$ cat config.mk
export PLATFORM = sky130hd
export DESIGN_NAME = block_direction_interlock
export DESIGN_NICKNAME = d
export VERILOG_FILES = /design/src/bdi_pkg.sv /design/src/block_direction_interlock.sv /design/src/bdi_table.sv /design/src/bdi_eval.sv
export SDC_FILE = /design/constraint.sdc
export NUM_CORES = 2
export LEC_CHECK = 0
export BUFFER_PORTS_ARGS = -buffer_cell sky130_fd_sc_hd__buf_2
export CORE_MARGIN = 5
export CORE_UTILIZATION = 45
export CTS_CLUSTER_SIZE = 28
export DETAILED_ROUTE_END_ITERATION = 8
export PLACE_DENSITY = 0.58
export SETUP_SLACK_MARGIN = 0.15
export SYNTH_ARGS = -nofsm -noshare
export SYNTH_HDL_FRONTEND = slang
export SYNTH_SLANG_ARGS = --single-unit
$ cat constraint.sdc
create_clock -name clk_i -period 6.8 [get_ports clk_i]
set_input_delay 0.34 -clock clk_i [delete_from_list [all_inputs] [get_ports clk_i]]
set_output_delay 0.34 -clock clk_i [all_outputs]
set_load 0.03 [all_outputs]
$ cat src/bdi_pkg.sv
// Shared types and constants for the block direction interlock.
// Holds command, direction and status codes, the table entry layout and reset values.
// No dependencies.
package bdi_pkg;

  localparam int MAX_SECTIONS_DEF = 64;

  localparam int CMD_W    = 4;
  localparam int SECT_W   = 6;
  localparam int AXLE_W   = 8;
  localparam int TICK_W   = 32;
  localparam int USE_W    = 7;
  localparam int DELAY_W  = 16;
  localparam int CFG_IX_W = 1;
  localparam int CFG_DW   = 16;

  localparam logic [USE_W-1:0]   SECTIONS_IN_USE_RST   = 7'd64;
  localparam logic [DELAY_W-1:0] RESET_DELAY_TICKS_RST = 16'd600;

  localparam logic [CFG_IX_W-1:0] CFG_SECTIONS_IN_USE   = 1'b0;
  localparam logic [CFG_IX_W-1:0] CFG_RESET_DELAY_TICKS = 1'b1;

  typedef enum logic [3:0] {
    CMD_BLW  = 4'd0,
    CMD_BLP  = 4'd1,
    CMD_BLO  = 4'd2,
    CMD_BLZ  = 4'd3,
    CMD_BLAI = 4'd4,
    CMD_BLA  = 4'd5,
    CMD_OPS  = 4'd6,
    CMD_SLI  = 4'd7,
    CMD_SLK  = 4'd8
  } cmd_e;

  typedef enum logic [2:0] {
    DIR_NEUTRAL    = 3'd0,
    DIR_OUT_PEND   = 3'd1,
    DIR_IN_PEND    = 3'd2,
    DIR_OUT        = 3'd3,
    DIR_IN         = 3'd4,
    DIR_EMERGENCY  = 3'd5,
    DIR_RESET_PEND = 3'd6
  } dir_e;

  typedef enum logic [1:0] {
    ST_OK     = 2'd0,
    ST_NOTFND = 2'd1,
    ST_INVAL  = 2'd2,
    ST_SAFETY = 2'd3
  } status_e;

  typedef struct packed {
    dir_e              dir;
    logic              open;
    logic              tick_valid;
    logic [TICK_W-1:0] tick;
  } entry_t;

  localparam entry_t ENTRY_RST = '{dir: DIR_NEUTRAL, open: 1'b0, tick_valid: 1'b0, tick: '0};

endpackage

$ cat src/block_direction_interlock.sv
// Top level of the block direction interlock: handshakes, configuration and sequencing.
// Instantiates bdi_table and bdi_eval; uses bdi_pkg.
//
// Usage: an operator command item enters on the input channel (command, section index,
// axle count, tick) under valid and ready. Each item yields exactly one result item
// (status, direction, open flag, neighbour confirmation) on the output channel.
// The per-section state lives in one table memory with a registered read.
// An item is read from the table on the edge at which it is accepted, then evaluated
// and written back on the edge that also loads its result into the output register,
// once that register is free. A new item is accepted only after the previous one has
// been evaluated and written back; the read-modify-write of one table entry sets this.
// If the receiver stalls with a result still held, the next item is accepted and then
// waits in its evaluate step until the output register is free.
// After reset the table is swept to neutral, closed entries, one per cycle, and input
// ready stays low until after the sweep is done. Configuration writes are taken at any
// time, including during the sweep, and must only be issued while the block is idle.
module block_direction_interlock import bdi_pkg::*; #(
  parameter int MAX_SECTIONS = MAX_SECTIONS_DEF
) (
  input  logic                clk_i,
  input  logic                rst_ni,
  input  logic                cfg_we_i,
  input  logic [CFG_IX_W-1:0] cfg_index_i,
  input  logic [CFG_DW-1:0]   cfg_wdata_i,
  input  logic                in_valid_i,
  output logic                in_ready_o,
  input  logic [CMD_W-1:0]    command_i,
  input  logic [SECT_W-1:0]   section_index_i,
  input  logic [AXLE_W-1:0]   axle_count_i,
  input  logic [TICK_W-1:0]   now_tick_i,
  output logic                out_valid_o,
  input  logic                out_ready_i,
  output logic [1:0]          status_o,
  output logic [2:0]          direction_now_o,
  output logic                block_open_o,
  output logic                needs_neighbor_confirm_o
);

  localparam int AW = (MAX_SECTIONS > 1) ? $clog2(MAX_SECTIONS) : 1;
  localparam int LW = ($clog2(MAX_SECTIONS + 1) > USE_W) ? $clog2(MAX_SECTIONS + 1) : USE_W;

  typedef enum logic [1:0] {
    S_CLEAR,
    S_IDLE,
    S_EXEC
  } state_e;

  state_e               state_q;
  logic [USE_W-1:0]     sections_in_use_q;
  logic [DELAY_W-1:0]   reset_delay_ticks_q;

  logic [CMD_W-1:0]     command_q;
  logic [AXLE_W-1:0]    axle_count_q;
  logic [TICK_W-1:0]    now_tick_q;
  logic [AW-1:0]        addr_q;
  logic                 not_found_q;

  logic                 out_valid_q;
  logic [1:0]           status_q;
  logic [2:0]           direction_q;
  logic                 open_q;
  logic                 confirm_q;

  logic                 accept;
  logic                 out_free;
  logic                 do_exec;
  logic [LW-1:0]        limit;
  logic                 not_found;
  logic [AW-1:0]        addr;
  logic                 clear_done;
  entry_t               cur_entry;
  entry_t               nxt_entry;
  status_e              eval_status;
  logic                 eval_confirm;

  assign in_ready_o = (state_q == S_IDLE);
  assign accept     = in_valid_i && in_ready_o;
  assign out_free   = !out_valid_q || out_ready_i;
  assign do_exec    = (state_q == S_EXEC) && out_free;

  // Sections in use saturates at the table depth.
  always_comb begin
    if (LW'(sections_in_use_q) > LW'(MAX_SECTIONS)) begin
      limit = LW'(MAX_SECTIONS);
    end else begin
      limit = LW'(sections_in_use_q);
    end
  end

  assign not_found = (LW'(section_index_i) >= limit);
  assign addr      = AW'(section_index_i);

  always_ff @(posedge clk_i or negedge rst_ni) begin
    if (!rst_ni) begin
      sections_in_use_q   <= SECTIONS_IN_USE_RST;
      reset_delay_ticks_q <= RESET_DELAY_TICKS_RST;
    end else if (cfg_we_i) begin
      case (cfg_index_i)
        CFG_SECTIONS_IN_USE:   sections_in_use_q   <= cfg_wdata_i[USE_W-1:0];
        CFG_RESET_DELAY_TICKS: reset_delay_ticks_q <= cfg_wdata_i[DELAY_W-1:0];
        default: begin
        end
      endcase
    end
  end

  always_ff @(posedge clk_i) begin
    if (accept) begin
      command_q    <= command_i;
      axle_count_q <= axle_count_i;
      now_tick_q   <= now_tick_i;
      addr_q       <= addr;
      not_found_q  <= not_found;
    end
  end

  bdi_table #(
    .MAX_SECTIONS (MAX_SECTIONS),
    .AW           (AW)
  ) u_table (
    .clk_i        (clk_i),
    .rst_ni       (rst_ni),
    .rd_en_i      (accept),
    .rd_addr_i    (addr),
    .rd_data_o    (cur_entry),
    .wr_en_i      (do_exec && !not_found_q && (eval_status == ST_OK)),
    .wr_addr_i    (addr_q),
    .wr_data_i    (nxt_entry),
    .clear_done_o (clear_done)
  );

  bdi_eval u_eval (
    .command_i           (command_q),
    .axle_count_i        (axle_count_q),
    .now_tick_i          (now_tick_q),
    .reset_delay_ticks_i (reset_delay_ticks_q),
    .cur_i               (cur_entry),
    .status_o            (eval_status),
    .nxt_o               (nxt_entry),
    .confirm_o           (eval_confirm)
  );

  always_ff @(posedge clk_i or negedge rst_ni) begin
    if (!rst_ni) begin
      state_q     <= S_CLEAR;
      out_valid_q <= 1'b0;
      status_q    <= ST_OK;
      direction_q <= DIR_NEUTRAL;
      open_q      <= 1'b0;
      confirm_q   <= 1'b0;
    end else begin
      if (out_valid_q && out_ready_i && !do_exec) begin
        out_valid_q <= 1'b0;
      end
      case (state_q)
        S_CLEAR: begin
          if (clear_done) begin
            state_q <= S_IDLE;
          end
        end
        S_IDLE: begin
          if (accept) begin
            state_q <= S_EXEC;
          end
        end
        S_EXEC: begin
          if (out_free) begin
            out_valid_q <= 1'b1;
            state_q     <= S_IDLE;
            if (not_found_q) begin
              status_q    <= ST_NOTFND;
              direction_q <= DIR_NEUTRAL;
              open_q      <= 1'b0;
              confirm_q   <= 1'b0;
            end else begin
              status_q    <= eval_status;
              direction_q <= nxt_entry.dir;
              open_q      <= nxt_entry.open;
              confirm_q   <= eval_confirm;
            end
          end
        end
        default: begin
          state_q <= S_IDLE;
        end
      endcase
    end
  end

  assign out_valid_o              = out_valid_q;
  assign status_o                 = status_q;
  assign direction_now_o          = direction_q;
  assign block_open_o             = open_q;
  assign needs_neighbor_confirm_o = confirm_q;

endmodule

$ cat src/bdi_table.sv
// Section table memory: one synchronous entry store with a registered read port.
// After reset a sweep writes the reset entry to every address. Uses bdi_pkg.
module bdi_table import bdi_pkg::*; #(
  parameter int MAX_SECTIONS = MAX_SECTIONS_DEF,
  parameter int AW = (MAX_SECTIONS > 1) ? $clog2(MAX_SECTIONS) : 1
) (
  input  logic          clk_i,
  input  logic          rst_ni,
  input  logic          rd_en_i,
  input  logic [AW-1:0] rd_addr_i,
  output entry_t        rd_data_o,
  input  logic          wr_en_i,
  input  logic [AW-1:0] wr_addr_i,
  input  entry_t        wr_data_i,
  output logic          clear_done_o
);

  entry_t        mem [MAX_SECTIONS];
  entry_t        rd_data_q;
  logic          clearing_q;
  logic [AW-1:0] clr_addr_q;

  logic          we;
  logic [AW-1:0] wa;
  entry_t        wd;

  always_comb begin
    if (clearing_q) begin
      we = 1'b1;
      wa = clr_addr_q;
      wd = ENTRY_RST;
    end else begin
      we = wr_en_i;
      wa = wr_addr_i;
      wd = wr_data_i;
    end
  end

  always_ff @(posedge clk_i or negedge rst_ni) begin
    if (!rst_ni) begin
      clearing_q <= 1'b1;
      clr_addr_q <= '0;
    end else if (clearing_q) begin
      if (clr_addr_q == AW'(MAX_SECTIONS - 1)) begin
        clearing_q <= 1'b0;
      end
      clr_addr_q <= clr_addr_q + 1'b1;
    end
  end

  always_ff @(posedge clk_i) begin
    if (we) begin
      mem[wa] <= wd;
    end
    if (rd_en_i) begin
      rd_data_q <= mem[rd_addr_i];
    end
  end

  assign rd_data_o    = rd_data_q;
  assign clear_done_o = !clearing_q;

endmodule

$ cat src/bdi_eval.sv
// Command rules: checks one command against the stored entry of its section.
// Produces the status, the entry to write back and the confirmation flag. Uses bdi_pkg.
module bdi_eval import bdi_pkg::*; (
  input  logic [CMD_W-1:0]   command_i,
  input  logic [AXLE_W-1:0]  axle_count_i,
  input  logic [TICK_W-1:0]  now_tick_i,
  input  logic [DELAY_W-1:0] reset_delay_ticks_i,
  input  entry_t             cur_i,
  output status_e            status_o,
  output entry_t             nxt_o,
  output logic               confirm_o
);

  logic [TICK_W:0] due_tick;
  logic            delay_met;

  // The deadline is kept one bit wider so that it never wraps.
  assign due_tick  = {1'b0, cur_i.tick} + {{(TICK_W + 1 - DELAY_W){1'b0}}, reset_delay_ticks_i};
  assign delay_met = ({1'b0, now_tick_i} >= due_tick);

  always_comb begin
    status_o  = ST_OK;
    nxt_o     = cur_i;
    confirm_o = 1'b0;
    case (cmd_e'(command_i))
      CMD_BLW: begin
        if (cur_i.dir != DIR_NEUTRAL) begin
          status_o = ST_INVAL;
        end else begin
          nxt_o.dir = DIR_OUT_PEND;
          confirm_o = 1'b1;
        end
      end
      CMD_BLP: begin
        if (cur_i.dir == DIR_OUT_PEND) begin
          nxt_o.dir  = DIR_OUT;
          nxt_o.open = 1'b1;
        end else if (cur_i.dir == DIR_IN_PEND) begin
          nxt_o.dir  = DIR_IN;
          nxt_o.open = 1'b1;
        end else begin
          status_o = ST_INVAL;
        end
      end
      CMD_BLO: begin
        if (cur_i.dir != DIR_OUT_PEND) begin
          status_o = ST_INVAL;
        end else begin
          nxt_o.dir = DIR_NEUTRAL;
        end
      end
      CMD_BLZ: begin
        if (cur_i.dir != DIR_OUT && cur_i.dir != DIR_IN) begin
          status_o = ST_INVAL;
        end else if (axle_count_i != '0) begin
          status_o = ST_SAFETY;
        end else begin
          nxt_o.dir  = DIR_NEUTRAL;
          nxt_o.open = 1'b0;
        end
      end
      CMD_BLAI: begin
        if (cur_i.dir == DIR_RESET_PEND) begin
          status_o = ST_INVAL;
        end else begin
          nxt_o.dir = DIR_EMERGENCY;
        end
      end
      CMD_BLA: begin
        if (cur_i.dir != DIR_EMERGENCY) begin
          status_o = ST_INVAL;
        end else begin
          nxt_o.dir  = DIR_NEUTRAL;
          nxt_o.open = 1'b0;
        end
      end
      CMD_OPS: begin
        if (cur_i.dir != DIR_EMERGENCY && cur_i.dir != DIR_RESET_PEND) begin
          status_o = ST_INVAL;
        end else begin
          nxt_o.dir  = DIR_NEUTRAL;
          nxt_o.open = 1'b0;
        end
      end
      CMD_SLI: begin
        if (cur_i.dir != DIR_NEUTRAL) begin
          status_o = ST_INVAL;
        end else begin
          nxt_o.dir        = DIR_RESET_PEND;
          nxt_o.tick       = now_tick_i;
          nxt_o.tick_valid = 1'b1;
        end
      end
      CMD_SLK: begin
        if (cur_i.dir != DIR_RESET_PEND) begin
          status_o = ST_INVAL;
        end else if (!cur_i.tick_valid || !delay_met) begin
          status_o = ST_SAFETY;
        end else begin
          nxt_o.dir  = DIR_NEUTRAL;
          nxt_o.open = 1'b0;
        end
      end
      default: begin
        status_o = ST_INVAL;
      end
    endcase
    // A rejected command reports and keeps the entry as it was.
    if (status_o != ST_OK) begin
      nxt_o     = cur_i;
      confirm_o = 1'b0;
    end
  end

endmodule

==> flow_metrics.tcl <==
set metrics [dict create \
    fin_crit_sh 0.933 \
    setup_viol 0 \
    hold_depth 2 \
    yosysUniqueCellTypes 64 \
    grt_pass1_wl_um 355000 \
    syn2layout_area_growth_pct 15.7 \
    path_clk_slew_ns 0.06 \
    die_y_um 475 \
    final_cell_mix "edfxtp_1, mux4_2, clkbuf_16" \
    gp_congestion 0.813 \
    p_per_area_nw_per_um2 301 \
    clock_latency_ns 0.91 \
    relSlewSlack 0.225 \
    die_w_um 475 \
    rsz0062_at_grt "no" \
    antenna_found_initial 18 \
    cts_root_buf "clkbuf_16" \
    critPathKind "flop to flop" \
    worstSetupStartpointType "flop" \
    r2r_start "u_table.rd_data_o[0]$_DFFE_PP_" \
    yosys-mux-area-fraction 0.183 \
    synth_xor_area_frac 0.00324 \
    netlist_area_um2 97300 \
    final_util 0.524 \
    tns_ns 0 \
    grt_pass1_vias 45748 \
    layout_commonest_cell "edfxtp_1" \
    holdPathEnd "now_tick_q[14]$_DFFE_PP_" \
    fin_skew_ns 0.0682 \
    pwr-share-comb 0.072 \
    synth_fa_ha_area_frac 0.00738 \
    p_leak_nw 34.9 \
    ys_seq_elements 2496 \
    ys_async_sr_fraction 0.0160 \
    yosysWarnings 0 \
    grt_use_total 0.222 \
    max_freq_mhz 158 \
    yosys.area_share.simple 0.0152 \
    hold_start "in_valid_i" \
    vias_per_cell 6.05 \
    rows 170 \
    seqPwrFrac 0.513 \
    cts.path.max_buffers 4 \
    internal-power_mw 26.4 \
    grt.overflow.total 0 \
    grt_max_degree 121 \
    hold_violations 0 \
    cts_buffers 276 \
    critPathMaxFanout 28 \
    rrSetupSlack_ns 0.45 \
    p_sw_mw 7.48 \
    die_area_um2 226000 \
    ant_nets 0 \
    wire_per_inst_um 33.1 \
    status "completed" \
    layout-drive-gt1-share 0.331 \
    vias 45766 \
    synth.avg_cell_area_um2 23.6 \
    worstPathRequired_ns 7.35 \
    r2r_cells 19 \
    p_sw_frac 0.220 \
    coreArea_um2 215000 \
    cp-end-kind "flop" \
    cts_tree "done" \
    synth_flop_cell "edfxtp_1" \
    initialDrtViolationCount 5421 \
    num-nets-final 4665 \
    clock_power_share 0.415 \
    synth_compound_gate_area_share 0.0124 \
    dr.pass1.iters 6 \
    detail_route.wirelength_um 250000 \
    timing.rr.end "u_table.mem[5][26]$_DFFE_PP_" \
    cts_sinks 2496 \
    dp_hpwl_um 152000 \
    io_pins 81 \
    drc 0 \
    synth_enable_flop_cells 2456 \
    ys_seq_area_frac 0.769 \
    htree_levels 5 \
    drv_slew 0 \
    initial_utilization 0.453 \
    peakVddDrop_v 0.000240 \
    synth_nets 4246 \
    drv_cap 0 \
    crit_arrival_ns 6.89 \
    synth_top_family_by_area "multiplexers" \
    hold_path.class "input port to flop" \
    synthCells 4118 \
    port-buffer-count 80 \
    worstMarginPinSlew_ns 1.16 \
    period_needed_ns 6.35 \
]
==> critical path, stage by stage, from the launching register on <==
cell	delay, ns
edfxtp_1	0.39
ha_1	0.25
fa_1	0.41
a21o_1	0.21
a221oi_2	0.42
o22ai_1	0.22
a21boi_1	0.47
or3_1	0.29
nor2_1	0.09
xnor2_1	0.13
ha_1	0.33
nand4_1	0.19
nor4_2	0.46
o311a_1	0.25
a311o_1	0.23
a21o_1	0.16
buf_4	0.30
a41oi_4	0.39
nor2_4	0.51
buf_12	0.27
==> synthesized netlist by cell type (6+ instances only) <==
| cell | count | share of area |
|---|---|---|
| edfxtp_1 | 2456 | 0.76 |
| mux4_2 | 769 | 0.18 |
| nand2_1 | 119 | 0.0046 |
| nor2_1 | 101 | 0.0039 |
| clkbuf_1 | 97 | 0.0037 |
| a21oi_1 | 69 | 0.0036 |
| ha_1 | 55 | 0.0071 |
| buf_2 | 48 | 0.0025 |
| o21ai_0 | 37 | 0.0019 |
| buf_1 | 35 | 0.0014 |
| dfrtp_1 | 34 | 0.0087 |
| mux2_2 | 33 | 0.0038 |
| xor2_1 | 20 | 0.0018 |
| nand2b_1 | 19 | 0.0012 |
| nor3_1 | 17 | 0.00087 |
| buf_4 | 16 | 0.0012 |
| inv_1 | 16 | 0.00062 |
| nand3_1 | 16 | 0.00082 |
| xnor2_1 | 16 | 0.0014 |
| nand4_1 | 14 | 0.00090 |
| a21o_1 | 11 | 0.00085 |
| nor2b_1 | 10 | 0.00064 |
| mux2i_1 | 9 | 0.00093 |
| a41oi_4 | 8 | 0.0023 |
| buf_6 | 8 | 0.00093 |
| nor4_1 | 8 | 0.00051 |
| dfstp_2 | 6 | 0.0016 |
| o21bai_1 | 6 | 0.00046 |
==> area by class of cell <==
type | instances | area [um2]
diodes | 7 | 17.5
clock inverters | 113 | 1070
repair buffers | 345 | 3380
multi-input cells | 1402 | 22400
well taps | 2838 | 3550
flip-flops and latches | 2496 | 74800
clock buffers | 346 | 7280
inverters | 16 | 60.1
fillers | 16371 | 102000
==> worst max path at each step <==
stage | slack, ns | from | endpoint
final | 0.45 | u_table.rd_data_o[0]$_DFFE_PP_ | u_table.mem[5][26]$_DFFE_PP_
after global routing | 0.25 | u_table.rd_data_o[0]$_DFFE_PP_ | u_table.mem[5][26]$_DFFE_PP_
after CTS | 0.15 | u_table.rd_data_o[0]$_DFFE_PP_ | u_table.mem[49][27]$_DFFE_PP_
after detailed placement | 0.10 | u_table.rd_data_o[0]$_DFFE_PP_ | u_table.mem[52][26]$_DFFE_PP_
after global placement | 0.26 | u_table.rd_data_o[0]$_DFFE_PP_ | u_table.mem[52][21]$_DFFE_PP_
after floorplan | 0.75 | u_table.rd_data_o[0]$_DFFE_PP_ | u_table.mem[0][36]$_DFFE_PP_
==> state kept, by name, summed over array words and instances (netlist names) <==
name	count
u_table.mem	2368
u_table.rd_data_o	37
now_tick_q	32
reset_delay_ticks_q	16
axle_count_q	8
sections_in_use_q	7
addr_q	6
u_table.clr_addr_q	6
command_q	4
direction_now_o	3
state_q	2
status_o	2
block_open_o	1
needs_neighbor_confirm_o	1
not_found_q	1
out_valid_o	1
u_table.clearing_q	1
==> stage by stage <==
step | area [um2] | power (mW) | hold slack, ns | worst slack [ns] | cells
after floorplan | 97300 | 19.1 | 0.0444 | 0.751 | 4118
after global placement | 103000 | 20.1 | 0.490 | 0.258 | 6989
after detailed placement | 103000 | 20.2 | 0.496 | 0.104 | 6989
after CTS | 112000 | 34.2 | 0.000973 | 0.154 | 7520
after global routing | 113000 | 35.0 | 0.0405 | 0.250 | 7557
final | 113000 | 33.9 | 0.0557 | 0.453 | 7563
==> layer usage <==
metal  track usage  share of wire  up-vias
li1              -              -    18499
met1         0.338           0.44    25032
met2         0.339           0.47     1899
met3        0.0424          0.076      328
met4        0.0472          0.019        8
met5             0        0.00022        -
==> cell families (layout without fill, tap and decap cells) <==
group | after synthesis | after routing
compound gates | 171 | 171
xor+xnor | 36 | 36
fa+ha+maj | 57 | 57
buf+inv | 220 | 820
flops | 2496 | 2496
mux | 811 | 811
other cells | 0 | 7
simple gates | 327 | 327
==> repair_timing <==
item | 4_1_cts | 5_1_grt
endpoints found under the setup margin | 50 | 1538
hold buffers | 67 | 0
pin swaps | 4 | 12
endpoints found under the hold margin | 106 | 0
setup buffers | 5 | 36
resized for setup | 0 | 5
gates cloned | 0 | 0
==> power groups by stage <==
stage | sequential (mW) | clock, mW | combinational, mW
after floorplan | 17.7 | 0 | 1.36
after global placement | 17.7 | 0 | 2.42
after detailed placement | 17.7 | 0 | 2.44
after CTS | 17.4 | 14.4 | 2.48
after global routing | 17.4 | 15.0 | 2.61
final | 17.4 | 14.1 | 2.46
(Power assumes the default switching activity.)
